--- config.mk ---
export PLATFORM = sky130hd
export DESIGN_NAME = lppt_fifo
export DESIGN_NICKNAME = d
export VERILOG_FILES = /design/src/assert_macros.svh /design/src/lppt_pkg.sv /design/src/lppt_fifo.sv
export SDC_FILE = /design/constraint.sdc
export NUM_CORES = 1
export LEC_CHECK = 0
export ABC_AREA = 1
export BUFFER_PORTS_ARGS = -buffer_cell sky130_fd_sc_hd__buf_4
export CAP_MARGIN = 15
export CORE_UTILIZATION = 25
export DETAILED_ROUTE_END_ITERATION = 8
export HOLD_SLACK_MARGIN = 0.02
export PLACE_DENSITY_LB_ADDON = 0.3
export RECOVER_POWER = 25
export SYNTH_ARGS = -nofsm -noshare
export SYNTH_HDL_FRONTEND = slang
export SYNTH_SLANG_ARGS = --single-unit
--- constraint.sdc ---
create_clock -name clk -period 3.7 [get_ports clk]
set_clock_uncertainty 0.05 [all_clocks]
set_input_delay 0.185 -clock clk [delete_from_list [all_inputs] [get_ports clk]]
set_output_delay 0.185 -clock clk [all_outputs]
set_load 0.05 [all_outputs]
--- src/assert_macros.svh ---
// assertion macros shared by the rtl files
// no dependencies; compiled out when SYNTHESIS is defined
`ifndef ASSERT_MACROS_SVH
`define ASSERT_MACROS_SVH
`ifndef SYNTHESIS
// condition must never hold outside reset
`define LPPT_ASSERT_NEVER(lbl, clk, rst, cond) \
  lbl: assert property (@(posedge clk) disable iff (rst) !(cond)) \
    else $error("assertion failed");
// antecedent implies consequent in the same cycle
`define LPPT_ASSERT_IMPLY(lbl, clk, rst, ante, cons) \
  lbl: assert property (@(posedge clk) disable iff (rst) (ante) |-> (cons)) \
    else $error("assertion failed");
`else
`define LPPT_ASSERT_NEVER(lbl, clk, rst, cond)
`define LPPT_ASSERT_IMPLY(lbl, clk, rst, ante, cons)
`endif
`endif

--- src/lppt_pkg.sv ---
// types, codes and constants of the linear probe position table
// no dependencies; used by every module of the block
`default_nettype none

package lppt_pkg;

  localparam int KEY_W           = 32;
  localparam int POS_W           = 10;
  localparam int CFG_W           = 11;
  localparam int DEF_TABLE_SLOTS = 1024;
  localparam int CFG_RESET       = 1024;
  localparam int DIV_BITS        = 4;
  localparam int DIV_STEPS       = KEY_W / DIV_BITS;
  localparam int STEP_W          = $clog2(DIV_STEPS);
  localparam int QUEUE_DEPTH     = 2;
  localparam int OUT_DEPTH       = 2;

  localparam logic [KEY_W-1:0] EMPTY_KEY = '1;

  localparam logic KIND_INSERT = 1'b0;
  localparam logic KIND_LOOKUP = 1'b1;

  typedef enum logic [1:0] {
    ST_OK,
    ST_FULL,
    ST_NOT_FOUND,
    ST_RESERVED
  } status_t;

  typedef enum logic [1:0] {
    OP_INSERT,
    OP_LOOKUP,
    OP_RESERVED
  } op_t;

  typedef struct packed {
    logic              kind;
    logic [KEY_W-1:0]  key;
    logic [POS_W-1:0]  position;
  } in_t;

  typedef struct packed {
    status_t           status;
    logic [POS_W-1:0]  found_position;
    logic [POS_W-1:0]  slot_used;
  } out_t;

  // classified request as it travels from front to back
  typedef struct packed {
    op_t               op;
    logic [KEY_W-1:0]  key;
    logic [POS_W-1:0]  position;
  } item_t;

  typedef enum logic [1:0] {
    FR_IDLE,
    FR_DIV,
    FR_PUSH
  } fr_state_t;

  typedef enum logic [1:0] {
    BK_CLEAR,
    BK_IDLE,
    BK_PROBE
  } bk_state_t;

endpackage

`default_nettype wire

--- src/lppt_fifo.sv ---
// small register queue, used between front and back and on the result side
// depends on lppt_pkg for default sizes
`default_nettype none

module lppt_fifo #(
  parameter int WIDTH = $bits(lppt_pkg::item_t),
  parameter int DEPTH = lppt_pkg::QUEUE_DEPTH
) (
  input  wire logic             clk,
  input  wire logic             rst,
  input  wire logic             wr_en,
  input  wire logic [WIDTH-1:0] wr_data,
  output logic                  full,
  input  wire logic             rd_en,
  output logic [WIDTH-1:0]      rd_data,
  output logic                  empty
);

  localparam int PTR_W = (DEPTH > 1) ? $clog2(DEPTH) : 1;
  localparam int CNT_W = $clog2(DEPTH + 1);

  logic [WIDTH-1:0] mem [DEPTH];
  logic [PTR_W-1:0] wr_ptr;
  logic [PTR_W-1:0] rd_ptr;
  logic [CNT_W-1:0] count;
  logic             do_wr;
  logic             do_rd;

  assign full    = (count == CNT_W'(DEPTH));
  assign empty   = (count == '0);
  assign do_wr   = wr_en && !full;
  assign do_rd   = rd_en && !empty;
  assign rd_data = mem[rd_ptr];

  always_ff @(posedge clk) begin
    if (do_wr) begin
      mem[wr_ptr] <= wr_data;
    end
  end

  always_ff @(posedge clk) begin
    if (rst) begin
      wr_ptr <= '0;
      rd_ptr <= '0;
      count  <= '0;
    end else begin
      if (do_wr) begin
        wr_ptr <= (wr_ptr == PTR_W'(DEPTH - 1)) ? '0 : wr_ptr + 1'b1;
      end
      if (do_rd) begin
        rd_ptr <= (rd_ptr == PTR_W'(DEPTH - 1)) ? '0 : rd_ptr + 1'b1;
      end
      unique case ({do_wr, do_rd})
        2'b10:   count <= count + 1'b1;
        2'b01:   count <= count - 1'b1;
        default: count <= count;
      endcase
    end
  end

endmodule

`default_nettype wire

==> metrics.yaml <==
outcome: "finished clean"
synthMuxAreaShare_pct: 17.8
critPathLaunchType: "flip-flop"
synth-simple-area-share_pct: 2.45
ctsHoldBuffers: 44
yosys.cell_types.count: 13
min_from: "rst"
cts_root_buffer: "clkbuf_16"
regToRegSetupSlack_ns: 1.56
drc: 0
port_buffers: 93
synth_top_cell_by_area: "edfxtp_1"
synth-seq-cells: 93
synth_fp_nets: 226
final.min_clock_period_ns: 2.14
synth_top_area_share_pct: 72.9
grtUsageTotal_pct: 8.79
setup_ws_ns: 1.56
yosysMostFrequentCell: "edfxtp_1"
ys_warn_count: 0
dp_cells: 446
final.setup.tns_ns: 0
clockBufferDepth: 2
tightest_slew_ns: 1.01
cts_setup_buffers: 0
layout.nets: 370
power_leakage_uw: 0.00202
core_region_area_mm2: 0.0140
grt_pass1_wl_um: 9520
drtIter0Drc: 106
dpl.hpwl_um: 3940
clock_latency_ns: 0.33
synthArstFlopShare_pct: 0
fmax_ghz: 0.468
power_frac_seq_pct: 43.7
power_frac_clock_pct: 25.3
slowest_stage: "nor2_4"
netlist_top_cells_count: "88 x edfxtp_1, 40 x mux2_4, 14 x nor2_1"
worstSetupPathType: "flip-flop to flip-flop"
crit_arrival_ns: 2.09
seq_area_frac_synth_pct: 75.7
drtPass1Iterations: 4
die_x_um: 122
cts_tree: "yes"
syn_avg_cell_area_um2: 20.5
drive_above_1_share_pct: 46.3
clock_sinks: 93
p_int_uw: 2120
ff2ff_path_depth: 5
crit_fanout: 23
die_h_um: 122
timing.final.crit_share_pct: 57.7
rsz0062_at_grt: "false"
pin_count: 94
antenna_found_initial: 0
holdPathEnd: "count[1]"
synth_cells: 177
rows: 43
htree_levels: 3
area_growth_pct: 42.3
maxSlewViolCount: 0
synth-compound-area-share_pct: 0.276
yosys.area_share.adder_pct: 0.345
path_clk_slew_ns: 0.06
synth_area_leaders: "edfxtp_1 73%, mux2_4 17%, dfxtp_1 2.8%, buf_12 2.2%, nor2_1 1.4%"
timing.slew.headroom_pct: 32.2
r2r-end: "mem[0][33]"
hold_depth: 4
final_area_mm2: 0.00516
powerDensity_mw_per_mm2: 611
gr-total-overflow: 0
ys.flop_type: "edfxtp_1"
grt_pass1_vias: 2009
synth_xor_area_share_pct: 0
synth_edf_count: 88
vdd_drop_max_mv: 0.315
viasPerCell: 3.92
hold_class: "primary input to flip-flop"
vias: 1983
gp_congestion: 0.645
final-setup-viol-count: 0
netlist_area_mm2: 0.00362
placed_cell_area_mm2: 0.00448
routedWlPerCell_um: 12.4
antenna_cells: 0
cts_buffers: 9
total_power_uw: 3150
die_area_mm2: 0.0150
end_kind: "flip-flop"
switching_power_uw: 1030
switching_share_pct: 32.7
required_ns: 3.65
dp_slack_ns: 1.51
r2r-start: "count[0]"
routed_wl_um: 6270
p_comb_share_pct: 31.1
synth_top_family_by_area: "multiplexers"
crit_chain: "nor2_1 -> nor2_1 -> inv_1 -> nor2_4 -> buf_4"
cts_resized: 0
stdcell_count: 506
ant_nets: 0
hold_viol: 0
slowest_delay_ns: 0.54
cap_violations: 0
grt_max_degree: 45
path_common_cell: "nor2_1"
start_util_pct: 25.9
==> critical path: cells and delay by family (launching register included) <==
kind,cells,cell delay [ns]
buf+inv,2,0.56
simple gates,3,0.80
flops,1,0.38
==> through the flow <==
| step | util (%) | hold WS [ns] |
|---|---|---|
| after floorplan | - | 0.234 |
| after global placement | 32.0 | 0.321 |
| after detailed placement | 32.0 | 0.324 |
| after CTS | 37.0 | 0.0783 |
| after global routing | 36.9 | 0.105 |
| final | 36.9 | 0.102 |
==> state kept, by name, summed over array words and instances, names as in the netlist, named ones only <==
register,flops
count,2
mem,88
rd_ptr,1
wr_ptr,1
==> metal layers <==
layer	share of wire [%]	GRT usage, %
met5	0	0
met4	1.4	4.12
met3	5.6	3.39
met2	51	14.8
met1	42	9.71
==> power groups by stage <==
stage,combinational [uW],clock (uW),sequential (uW)
after floorplan,792,0,1340
after global placement,951,0,1400
after detailed placement,956,0,1410
after global routing,1030,865,1390
after CTS,996,828,1380
final,979,796,1380
==> worst max-delay path by stage <==
| stage | start | endpoint | slack [ns] | cells past startpoint |
|---|---|---|---|---|
| after floorplan | count[0] | mem[0][0] | 0.47 | 4 |
| after global placement | count[0] | mem[0][22] | 1.55 | 5 |
| after detailed placement | count[0] | mem[0][27] | 1.51 | 5 |
| after CTS | count[0] | mem[0][2] | 1.49 | 5 |
| after global routing | count[0] | mem[0][4] | 1.34 | 5 |
| final | count[0] | mem[0][33] | 1.56 | 5 |
==> final cells by class <==
cell class | instances | area [um2]
Fill cell | 1351 | 8830
Inverter | 9 | 33.8
Timing Repair Buffer | 138 | 1130
Multi-Input combinational cell | 70 | 764
Sequential cell | 93 | 2750
Clock buffer | 9 | 225
Clock inverter | 7 | 32.5
Tap cell | 180 | 225
==> cells by family (layout without fill, tap and decap cells) <==
family	Yosys count	after routing
and+or+nand+nor	23	23
adders and majority gates	1	1
AOI/OAI and AO/OA	2	2
buffers and inverters	14	163
DFF	93	93
muxes	44	44
==> cell usage in the layout (no fill, tap or decap) <==
master | synthesis | layout
edfxtp_1 | 88 | 88
buf_4 | 0 | 65
dlygate4sd3_1 | 0 | 44
mux2_4 | 40 | 40
clkbuf_4 | 0 | 25
nor2_1 | 14 | 13
clkbuf_16 | 0 | 9
inv_1 | 9 | 8
nand2_1 | 8 | 8
clkinv_2 | 0 | 5
mux2_2 | 4 | 4
dfxtp_1 | 5 | 4
clkbuf_1 | 0 | 4
clkinv_1 | 0 | 2
inv_2 | 0 | 1
nor2_4 | 0 | 1
o21ai_0 | 1 | 1
a21oi_1 | 1 | 1
nand4_1 | 1 | 1
ha_1 | 1 | 1
dfxtp_4 | 0 | 1
Note: power is estimated with default switching activity, not from simulation.
