<file path="src/assert_macros.svh">
// assertion macros shared by the rtl files
// no dependencies; compiled out when SYNTHESIS is defined
`ifndef ASSERT_MACROS_SVH
`define ASSERT_MACROS_SVH
`ifndef SYNTHESIS
// condition must never hold outside reset
`define LPPT_ASSERT_NEVER(lbl, clk, rst, cond) \
  lbl: assert property (@(posedge clk) disable iff (rst) !(cond)) \
    else $error("assertion failed");
// antecedent implies consequent in the same cycle
`define LPPT_ASSERT_IMPLY(lbl, clk, rst, ante, cons) \
  lbl: assert property (@(posedge clk) disable iff (rst) (ante) |-> (cons)) \
    else $error("assertion failed");
`else
`define LPPT_ASSERT_NEVER(lbl, clk, rst, cond)
`define LPPT_ASSERT_IMPLY(lbl, clk, rst, ante, cons)
`endif
`endif

</file>
<file path="src/lppt_pkg.sv">
// types, codes and constants of the linear probe position table
// no dependencies; used by every module of the block
`default_nettype none

package lppt_pkg;

  localparam int KEY_W           = 32;
  localparam int POS_W           = 10;
  localparam int CFG_W           = 11;
  localparam int DEF_TABLE_SLOTS = 1024;
  localparam int CFG_RESET       = 1024;
  localparam int DIV_BITS        = 4;
  localparam int DIV_STEPS       = KEY_W / DIV_BITS;
  localparam int STEP_W          = $clog2(DIV_STEPS);
  localparam int QUEUE_DEPTH     = 2;
  localparam int OUT_DEPTH       = 2;

  localparam logic [KEY_W-1:0] EMPTY_KEY = '1;

  localparam logic KIND_INSERT = 1'b0;
  localparam logic KIND_LOOKUP = 1'b1;

  typedef enum logic [1:0] {
    ST_OK,
    ST_FULL,
    ST_NOT_FOUND,
    ST_RESERVED
  } status_t;

  typedef enum logic [1:0] {
    OP_INSERT,
    OP_LOOKUP,
    OP_RESERVED
  } op_t;

  typedef struct packed {
    logic              kind;
    logic [KEY_W-1:0]  key;
    logic [POS_W-1:0]  position;
  } in_t;

  typedef struct packed {
    status_t           status;
    logic [POS_W-1:0]  found_position;
    logic [POS_W-1:0]  slot_used;
  } out_t;

  // classified request as it travels from front to back
  typedef struct packed {
    op_t               op;
    logic [KEY_W-1:0]  key;
    logic [POS_W-1:0]  position;
  } item_t;

  typedef enum logic [1:0] {
    FR_IDLE,
    FR_DIV,
    FR_PUSH
  } fr_state_t;

  typedef enum logic [1:0] {
    BK_CLEAR,
    BK_IDLE,
    BK_PROBE
  } bk_state_t;

endpackage

`default_nettype wire

</file>
<file path="src/lppt_front.sv">
// front end: takes requests, flags the reserved key, computes the home slot
// depends on lppt_pkg; feeds the queue toward lppt_back
`default_nettype none
`include "assert_macros.svh"

module lppt_front #(
  parameter int TABLE_SLOTS = lppt_pkg::DEF_TABLE_SLOTS,
  parameter int SLOT_W      = $clog2(TABLE_SLOTS),
  parameter int NUM_W       = SLOT_W + 1
) (
  input  wire logic                clk,
  input  wire logic                rst,
  input  wire logic [NUM_W-1:0]    slots_n,
  input  wire logic                take,
  input  wire lppt_pkg::in_t       request,
  output logic                     busy,
  input  wire logic                q_full,
  output logic                     q_push,
  output lppt_pkg::item_t          q_item,
  output logic [SLOT_W-1:0]        q_home
);

  lppt_pkg::fr_state_t               state;
  lppt_pkg::fr_state_t               state_next;
  lppt_pkg::item_t                   item;
  logic [SLOT_W-1:0]                 rem;
  logic [SLOT_W-1:0]                 rem_next;
  logic [lppt_pkg::KEY_W-1:0]        key_sh;
  logic [lppt_pkg::KEY_W-1:0]        key_sh_next;
  logic [lppt_pkg::STEP_W-1:0]       step;

  // restoring remainder, a few key bits per cycle
  always_comb begin
    logic [NUM_W-1:0]          t;
    logic [SLOT_W-1:0]         r;
    logic [lppt_pkg::KEY_W-1:0] sh;
    r  = rem;
    sh = key_sh;
    for (int i = 0; i < lppt_pkg::DIV_BITS; i++) begin
      t  = {r, sh[lppt_pkg::KEY_W-1]};
      sh = {sh[lppt_pkg::KEY_W-2:0], 1'b0};
      if (t >= slots_n) begin
        t = t - slots_n;
      end
      r = t[SLOT_W-1:0];
    end
    rem_next    = r;
    key_sh_next = sh;
  end

  always_comb begin
    state_next = state;
    q_push     = 1'b0;
    unique case (state)
      lppt_pkg::FR_IDLE: begin
        if (take) begin
          state_next = (request.key == lppt_pkg::EMPTY_KEY) ? lppt_pkg::FR_PUSH
                                                            : lppt_pkg::FR_DIV;
        end
      end
      lppt_pkg::FR_DIV: begin
        if (step == lppt_pkg::STEP_W'(lppt_pkg::DIV_STEPS - 1)) begin
          state_next = lppt_pkg::FR_PUSH;
        end
      end
      lppt_pkg::FR_PUSH: begin
        if (!q_full) begin
          q_push     = 1'b1;
          state_next = lppt_pkg::FR_IDLE;
        end
      end
      default: state_next = lppt_pkg::FR_IDLE;
    endcase
  end

  always_ff @(posedge clk) begin
    if (rst) begin
      state <= lppt_pkg::FR_IDLE;
    end else begin
      state <= state_next;
    end
  end

  always_ff @(posedge clk) begin
    if (state == lppt_pkg::FR_IDLE && take) begin
      item.key      <= request.key;
      item.position <= request.position;
      if (request.key == lppt_pkg::EMPTY_KEY) begin
        item.op <= lppt_pkg::OP_RESERVED;
      end else if (request.kind == lppt_pkg::KIND_INSERT) begin
        item.op <= lppt_pkg::OP_INSERT;
      end else begin
        item.op <= lppt_pkg::OP_LOOKUP;
      end
      rem    <= '0;
      key_sh <= request.key;
      step   <= '0;
    end else if (state == lppt_pkg::FR_DIV) begin
      rem    <= rem_next;
      key_sh <= key_sh_next;
      step   <= step + 1'b1;
    end
  end

  assign busy   = (state != lppt_pkg::FR_IDLE);
  assign q_item = item;
  assign q_home = rem;

  `LPPT_ASSERT_IMPLY(a_push_from_push_state, clk, rst, q_push, state == lppt_pkg::FR_PUSH && !q_full)
  `LPPT_ASSERT_IMPLY(a_home_in_range, clk, rst, q_push, {1'b0, q_home} < slots_n)

endmodule

`default_nettype wire

</file>
<file path="config.mk">
export PLATFORM = sky130hd
export DESIGN_NAME = lppt_front
export DESIGN_NICKNAME = d
export VERILOG_FILES = /design/src/lppt_pkg.sv /design/src/lppt_front.sv
export VERILOG_INCLUDE_DIRS = /design/src /design/src/src
export SDC_FILE = /design/constraint.sdc
export NUM_CORES = 1
export LEC_CHECK = 0
export ABC_AREA = 1
export BUFFER_PORTS_ARGS = -buffer_cell sky130_fd_sc_hd__buf_2
export CAP_MARGIN = 20
export CORE_MARGIN = 3
export CORE_UTILIZATION = 45
export DETAILED_ROUTE_END_ITERATION = 12
export PLACE_DENSITY = 0.71
export SLEW_MARGIN = 30
export SYNTH_ARGS = -nofsm -noshare
export SYNTH_HDL_FRONTEND = slang
export SYNTH_SLANG_ARGS = --single-unit
</file>
<file path="constraint.sdc">
create_clock -name clk -period 8 [get_ports clk]
set_input_delay 1.2 -clock clk [delete_from_list [all_inputs] [get_ports clk]]
set_output_delay 1.2 -clock clk [all_outputs]
set_load 0.02 [all_outputs]
</file>
==> results of run 1 <==
-- cell type report --
| cell class | instances | area share (%) |
|---|---|---|
| sequential | 91 | 37.5 |
| clock buffer | 10 | 3.33 |
| tap | 168 | 3.06 |
| multi-input combinational | 513 | 41.7 |
| inverter | 89 | 4.86 |
| clock inverter | 6 | 0.673 |
| timing repair buffer | 119 | 8.87 |
-- metrics by stage --
step	setup WS [ps]	cells	hold WS, ps	area, sq um	utilization [%]
after floorplan	1760	704	446	5830	-
after global routing	208	996	511	6880	55.7
after CTS	919	996	485	6880	55.6
after global placement	631	980	464	6600	53.4
after detailed placement	598	980	467	6600	53.4
final	835	996	481	6880	55.7
-- cells in the mapped netlist (3+ instances only) --
master and n:
a21oi_1 37, a31oi_1 5, clkbuf_1 8, dfxtp_1 15, edfxtp_1 76, fa_1 4
ha_1 46, inv_1 82, inv_2 7, nand2_1 250, nand2_2 4, nand2_4 3
nand3_1 50, nand4_1 11, nor2_1 30, nor3_1 3, o21ai_0 6, o21ai_1 9
o21ai_2 3, o21bai_1 4, or2_2 3, xnor2_1 12, xor2_1 14
-- logic make-up (layout without fill, tap and decap cells) --
| logic type | after synthesis | count (layout) | synth area share [%] |
|---|---|---|---|
| buffers and inverters | 100 | 224 | 6.61 |
| flip-flops | 91 | 91 | 44.3 |
| AO/OA/AOI/OAI | 70 | 70 | 6.80 |
| adder cells (fa/ha/maj) | 50 | 50 | 11.2 |
| AND/OR/NAND/NOR | 367 | 367 | 27.2 |
| XOR/XNOR | 26 | 26 | 3.90 |
-- flip-flops by register name, indices dropped and copies added (netlist names) --
name	flops
key_sh	32
q_home	10
q_item	44
state	2
step	3
-- layer usage --
| metal | wire [um] | vias to the layer above | global-route usage, % |
|---|---|---|---|
| li1 | - | 2556 | - |
| met1 | 6570 | 2321 | 28.6 |
| met2 | 7220 | 190 | 36.1 |
| met3 | 1000 | 32 | 4.10 |
| met4 | 516 | 0 | 9.02 |
| met5 | 0 | - | 0 |
-- worst max-delay path, delay by kind of cell --
kind | cells | cell delay [ps]
fa+ha+maj | 4 | 1340
compound gates | 5 | 950
simple gates | 22 | 2690
buf+inv | 9 | 1180
-- final timing paths --
kind                         from                      to  slack [ps]
max                    slots_n[1]  q_home[9]$_SDFFE_PP0P_         830
min          step[0]$_SDFFE_PP0P_    step[0]$_SDFFE_PP0P_         480
max reg2reg  key_sh[31]$_DFFE_PP_  q_home[9]$_SDFFE_PP0P_        1520
min reg2reg  step[0]$_SDFFE_PP0P_    step[0]$_SDFFE_PP0P_         480
==> run_results.csv, run 1 <==
group,metric,value,unit
die,core_area,12400,sq um
global_route,grt_max_degree,74,
global_route,grt.total_usage,22.0,%
die,fp-row-count,40,
global_route,antenna_found_initial,0,
outcome,outcome,"complete, no violations",
die,ios,114,
clock_network,cts_num_sinks,91,
clock_network,clock_latency,340,ps
clock_network,htree_levels,3,
drt,antenna_left,0,
sta,tns,0,ps
drt,vias,5099,
die,fp.dieH,120,um
setup_path,start_kind,"primary input",
drt,drc,0,
placement,place_congestion,0.977,
die,initial_core_util,47.2,%
sta,worst_slew_pin_slew,811,ps
final_layout,layout-drive-gt1-share,19.7,%
global_route,grt_pass1_vias,4903,
drt,firstDrtPassIters,5,
clock_network,cts_buffers,9,
placement,post-dp-hpwl,12.0,mm
sta,max_freq,140,MHz
yosys,syn_nets,812,
final_layout,multi_input_area,2870,sq um
yosys,synth_top_area_share,39.1,%
hold_path,min_path_type,"register to register",
die,die-area,14400,sq um
final_layout,fin_nets,931,
drt,viasPerCell,5.12,
clock_network,cts_tree,"done",
setup_path,criticalPathCategory,"primary input to register",
sta,maxSlewHeadroom,46.0,%
sta,slew_violations,0,
final_layout,num_antenna_cells,0,
setup_path,endpoint_kind,"register",
yosys,ys_seq_area_share,44.3,%
sta,grt_setup_unrepaired,"no",
placement,port_buffers,113,
drt,wire_per_inst,15.4,um
setup_path,slowest_delay,360,ps
final_layout,seq_area,2580,sq um
hold_path,hold_depth,1,
clock_network,postCtsHoldBufs,0,
clock_network,cts_resized,0,
yosys,ys_seq_elements,91,
drt,drt_iter0_markers,363,
clock_network,clk_path_buf_depth,2,
final_layout,final_cell_mix,"nand2_1 (250), buf_2 (113), inv_1 (81)",
clock_network,clkTransAtPathRegs,70,ps
clock_network,cts_setup_buffers,0,
setup_path,cp_common_cell,"nand2_1",
yosys,ys_async_sr_fraction,0,%
clock_network,ctsRootBufferMaster,"clkbuf_16",
die,die_w,120,um
sta,hold_viol_final,0,
yosys,synth_largest_area_cell,"edfxtp_1",
yosys,ys_warn_count,0,
yosys,synth_cells,704,
sta,skew,7.47,ps
global_route,grt_pass1_wl,24.8,mm
sta,period_share,89.6,%
setup_path,cpMaxStageDelayCell,"ha_1",
sta,finalCriticalPeriod,7170,ps
final_layout,layout_commonest_cell,"nand2_1",
global_route,gr-total-overflow,0,
final_layout,area_growth,18.0,%
setup_path,worstPathMaxFanout,12,
setup_path,ff2ff_path_depth,37,
yosys,synthFlopType,"edfxtp_1",
drt,totalWireLength,15.3,mm
setup_path,crit_arrival,7400,ps
yosys,synth_cell_types,39,
yosys,synth_area_leaders,"edfxtp_1 (39%), nand2_1 (16%), ha_1 (9.9%), inv_1 (5.3%), dfxtp_1 (5.1%)",
final_layout,fillers,1205,
yosys,avgSynthCellArea,8.29,sq um
sta,finalSetupViolCount,0,
yosys,synth-edff-count,76,
flow_run,cap_violations,0,
setup_path,required,8240,ps
yosys,syn-cell-area,5830,sq um
Power of run 1 is left out: the tool's default activity adds up to more than one toggle a clock period on the data nets, which glitch-free logic cannot reach.
==> run 2, diff against run 1 <==
--- a/config.mk
+++ b/config.mk
@@ -13,6 +13,7 @@
 export CORE_UTILIZATION = 45
 export DETAILED_ROUTE_END_ITERATION = 12
 export PLACE_DENSITY = 0.71
+export RECOVER_POWER = 100
 export SLEW_MARGIN = 30
 export SYNTH_ARGS = -nofsm -noshare
 export SYNTH_HDL_FRONTEND = slang
==> run 2 against run 1 <==
Net effect: the flow now finishes with violations (capacitance limit, slew limit); critical path depth decreased by 4; setup slack got worse by 100 ps; register-to-register slack got worse by 80 ps; final cell count unchanged; flip-flop and latch count unchanged; cell area decreased by 1.8%; die area unchanged; routed wire length decreased by 0.15%; highest routed layer unchanged; global-route usage unchanged.
==> run_results.csv, run 2 (synthesis results as in run 1) <==
group,metric,value,unit
die,initial_core_util,47.2,%
final_layout,final_cell_mix,"nand2_1 (250), clkbuf_1 (93), inv_1 (82)",
die,ios,114,
setup_path,required,8280,ps
drt,met2WireLength,7.17,mm
global_route,antenna_found_initial,0,
sta,finalCriticalPeriod,7270,ps
sta,hold_viol_final,0,
drt,met1Wirelength,6.53,mm
setup_path,worst-path-buf-inv,6,
setup_path,critPathTopFamily,"simple AND/OR/NAND/NOR gates",
hold_path,min_path_type,"register to register",
clock_network,cts_setup_buffers,0,
drt,wire_per_inst,15.3,um
outcome,violations,"capacitance limit, slew limit",
setup_path,r2r_end,"q_home[1]$_SDFFE_PP0P_",
drt,totalWireLength,15.3,mm
die,die_w,120,um
clock_network,cts_buffers,9,
flow_run,cap_violations,2,
setup_path,r2r_setup_slack,1440,ps
outcome,outcome,"finished, violations left",
sta,tns,0,ps
drt,antenna_left,0,
drt,firstDrtPassIters,5,
final_layout,fin_nets,931,
clock_network,ctsRootBufferMaster,"clkbuf_16",
setup_path,criticalPathCategory,"primary input to register",
drt,drc,0,
placement,port_buffers,113,
drt,met3_length,1.04,mm
sta,grt_setup_unrepaired,"no",
final_layout,largest_reg_flops,44,
drt,top_layer_used,"met4",
setup_path,worstPathMaxFanout,12,
clock_network,cts_resized,0,
clock_network,cts_tree,"done",
clock_network,htree_levels,3,
global_route,grt_max_degree,74,
setup_path,cp_common_cell,"nand2_1",
sta,period_share,90.9,%
drt,drt_iter0_markers,359,
die,die-area,14400,sq um
setup_path,crit_arrival,7550,ps
drt,viasPerCell,5.13,
sta,worst_slew_pin_slew,3380,ps
clock_network,clock_latency,340,ps
setup_path,path_depth,36,
clock_network,postCtsHoldBufs,0,
setup_path,cpMaxStageDelayCell,"ha_1",
sta,maxSlewHeadroom,-125,%
clock_network,clk_path_buf_depth,2,
setup_path,slowest_delay,380,ps
sta,max_freq,138,MHz
global_route,grt_pass1_vias,4903,
setup_path,cp-startpoint,"slots_n[1]",
placement,post-dp-hpwl,12.0,mm
setup_path,endpoint_kind,"register",
final_layout,fillers,1252,
sta,skew,6.84,ps
sta,finalSetupViolCount,0,
die,core_area,12400,sq um
final_layout,area_growth,15.8,%
setup_path,rr_startpoint,"q_home[8]$_SDFFE_PP0P_",
setup_path,crit_path_end,"q_home[1]$_SDFFE_PP0P_",
final_layout,layout_commonest_cell,"nand2_1",
placement,place_congestion,0.977,
drt,vias,5105,
global_route,grt_pass1_wl,24.8,mm
setup_path,start_kind,"primary input",
clock_network,cts_num_sinks,91,
sta,slew_violations,105,
clock_network,clkTransAtPathRegs,70,ps
final_layout,layout-drive-gt1-share,8.21,%
global_route,grt.total_usage,22.0,%
final_layout,num_antenna_cells,0,
die,fp-row-count,40,
hold_path,hold_start,"step[0]$_SDFFE_PP0P_",
global_route,gr-total-overflow,0,
die,fp.dieH,120,um
setup_path,ff2ff_path_depth,34,
## run 2: cell count changes in the layout (fill, tap and decap cells not counted), sizes merged
| cell | before | now |
|---|---|---|
| clkbuf | 10 | 102 |
| inv | 92 | 91 |
| buf | 119 | 27 |
| clkinv | 2 | 3 |
## run 2: final cells by class
type | count | area (sq um) | area share [%]
inverters | 89 | 334 | 4.95
repair buffers | 119 | 488 | 7.22
multi-input cells | 513 | 2870 | 42.4
flip-flops and latches | 91 | 2580 | 38.2
well taps | 168 | 210 | 3.11
clock inverters | 6 | 46.3 | 0.685
clock buffers | 10 | 229 | 3.39
## run 2: per-stage QoR
| step | worst slack (ps) | cell area [sq um] | hold WS, ps | utilization [%] | std cells |
|---|---|---|---|---|---|
| floorplan | 1760 | 5830 | 446 | - | 704 |
| detailed placement | 598 | 6600 | 467 | 53.4 | 980 |
| CTS | 919 | 6880 | 485 | 55.6 | 996 |
| global route | 120 | 6760 | 511 | 54.6 | 996 |
| finish | 731 | 6760 | 481 | 54.6 | 996 |
| global placement | 631 | 6600 | 464 | 53.4 | 980 |
## run 2: worst min-delay path by stage
stage	to	slack [ps]	cells after the start
2_1_floorplan	step[1]$_SDFFE_PP0P_	450	1
3_3_place_gp	step[1]$_SDFFE_PP0P_	460	1
3_5_place_dp	step[2]$_SDFFE_PP0P_	470	1
4_1_cts	step[2]$_SDFFE_PP0P_	490	1
5_1_grt	step[2]$_SDFFE_PP0P_	510	1
6_report	step[0]$_SDFFE_PP0P_	480	1
## run 2: per-layer routing
metal  GRT usage (%)  vias to the layer above
met5               0                        -
met4            9.02                        0
met3            4.10                       34
met2            36.1                      193
met1            28.6                     2320
li1                -                     2558
## run 2: worst register-to-register path, delay by kind of cell, from the launching register on
kind,cells,cell delay [ps]
AND/OR/NAND/NOR,19,2940
adder cells (fa/ha/maj),4,1390
AO/OA/AOI/OAI,7,1080
buffers and inverters,4,620
flip-flops,1,460
Power of run 2 is left out for the same reason.
==> run 3, diff against run 2 <==
==> constraint.sdc (replaced) <==
create_clock -name clk -period 8 [get_ports clk]
set_input_delay 1.6 -clock clk [delete_from_list [all_inputs] [get_ports clk]]
set_output_delay 1.6 -clock clk [all_outputs]
set_load 0.02 [all_outputs]
==> run 3 against run 2 <==
Net effect: the run still ends with capacitance limit, slew limit left; flip-flop and latch count stayed put; utilization rose by 0.59 points; setup slack got worse by 110 ps; die area unchanged; cell area is 1.1% higher; largest cell class unchanged; final cell count increased by 0.70%; routed wire length is 1.7% higher; critical path depth up 4; first-iteration DRC count increased by 10%; global-route usage fell by 0.093 points; maximum frequency down 1.5%; register-to-register slack better by 270 ps.
==> run_results.csv, run 3 (synthesis results as in run 1) <==
group,metric,value,unit
global_route,antenna_found_initial,0,
sta,period_share,92.2,%
final_layout,layout_commonest_cell,"nand2_1",
final_layout,largest_reg_flops,44,
die,die_w,120,um
sta,finalSetupViolCount,0,
final_layout,seq_area,2580,sq um
clock_network,ctsRootBufferMaster,"clkbuf_16",
setup_path,criticalPathCategory,"primary input to register",
sta,maxSlewHeadroom,-129,%
drt,firstDrtPassIters,8,
placement,place_congestion,1.01,
sta,worst_slew_pin_slew,3430,ps
die,fp-row-count,40,
global_route,grt.total_usage,21.9,%
sta,tns,0,ps
sta,max_freq,136,MHz
final_layout,fin_nets,939,
sta,slew_violations,105,
setup_path,crit_arrival,7540,ps
clock_network,clkTransAtPathRegs,60,ps
setup_path,cpMaxStageDelayCell,"ha_1",
sta,hold_viol_final,0,
placement,port_buffers,113,
drt,wire_per_inst,15.5,um
die,fp.dieH,120,um
setup_path,required,8160,ps
clock_network,htree_levels,3,
die,die-area,14400,sq um
die,initial_core_util,47.2,%
drt,viasPerCell,5.16,
outcome,violations,"capacitance limit, slew limit",
drt,vias,5179,
global_route,grt_max_degree,74,
drt,antenna_left,0,
drt,totalWireLength,15.5,mm
setup_path,slowest_delay,390,ps
global_route,gr-total-overflow,0,
clock_network,cts_buffers,9,
clock_network,clk_path_buf_depth,2,
final_layout,area_growth,17.1,%
setup_path,start_kind,"primary input",
final_layout,fillers,1200,
clock_network,postCtsHoldBufs,0,
clock_network,cts_tree,"done",
hold_path,min_path_type,"register to register",
global_route,grt_pass1_wl,24.4,mm
final_layout,layout-drive-gt1-share,9.10,%
sta,skew,7.36,ps
clock_network,cts_num_sinks,91,
outcome,outcome,"finished, violations left",
clock_network,cts_resized,0,
setup_path,endpoint_kind,"register",
die,ios,114,
global_route,grt_pass1_vias,4922,
flow_run,cap_violations,2,
sta,finalCriticalPeriod,7380,ps
setup_path,cp_common_cell,"nand2_1",
clock_network,cts_setup_buffers,0,
sta,grt_setup_unrepaired,"no",
drt,drc,0,
setup_path,worstPathMaxFanout,11,
clock_network,clock_latency,340,ps
placement,post-dp-hpwl,12.3,mm
final_layout,multi_input_area,2870,sq um
die,core_area,12400,sq um
drt,drt_iter0_markers,396,
final_layout,num_antenna_cells,0,
final_layout,final_cell_mix,"nand2_1 (250), clkbuf_1 (93), inv_1 (81)",
==> run 3: worst max-delay path, delay by kind of cell <==
| kind | cells | cell delay, ps |
|---|---|---|
| AND/OR/NAND/NOR | 20 | 2510 |
| adder cells (fa/ha/maj) | 4 | 1360 |
| buffers and inverters | 9 | 1100 |
| AO/OA/AOI/OAI | 7 | 950 |
==> run 3: worst paths after layout <==
kind	to	depth (start not counted)	slack [ps]	start
setup / recovery	q_home[0]$_SDFFE_PP0P_	40	620	slots_n[1]
hold / removal	step[2]$_SDFFE_PP0P_	1	490	step[2]$_SDFFE_PP0P_
setup reg to reg	q_home[0]$_SDFFE_PP0P_	37	1710	key_sh[31]$_DFFE_PP_
hold reg to reg	step[2]$_SDFFE_PP0P_	1	490	step[2]$_SDFFE_PP0P_
==> run 3: routing by layer <==
layer	share of wire, %	global-route usage [%]	vias up	routed length [um]
met5	0	0	-	0
met4	4.6	10.9	0	709
met3	6.9	4.38	42	1080
met2	46	35.8	197	7180
met1	42	27.6	2364	6570
li1	-	-	2576	-
==> run 3: cell type report <==
class / instances / share of cell area (%)
Clock inverter: 5 / 0.898
Timing Repair Buffer: 127 / 7.99
Tap cell: 168 / 3.08
Multi-Input combinational cell: 513 / 42.0
Sequential cell: 91 / 37.8
Clock buffer: 10 / 3.35
Inverter: 89 / 4.89
==> run 3: stage by stage <==
step | utilization, % | hold slack, ps | instances | setup slack (ps) | instance area (sq um)
2_1_floorplan | - | 446 | 704 | 1360 | 5830
3_3_place_gp | 53.9 | 466 | 988 | 452 | 6660
3_5_place_dp | 53.9 | 469 | 988 | 460 | 6660
4_1_cts | 56.2 | 488 | 1003 | 767 | 6950
5_1_grt | 55.2 | 509 | 1003 | 68.0 | 6830
6_report | 55.2 | 487 | 1003 | 620 | 6830
Power of run 3 is left out for the same reason.
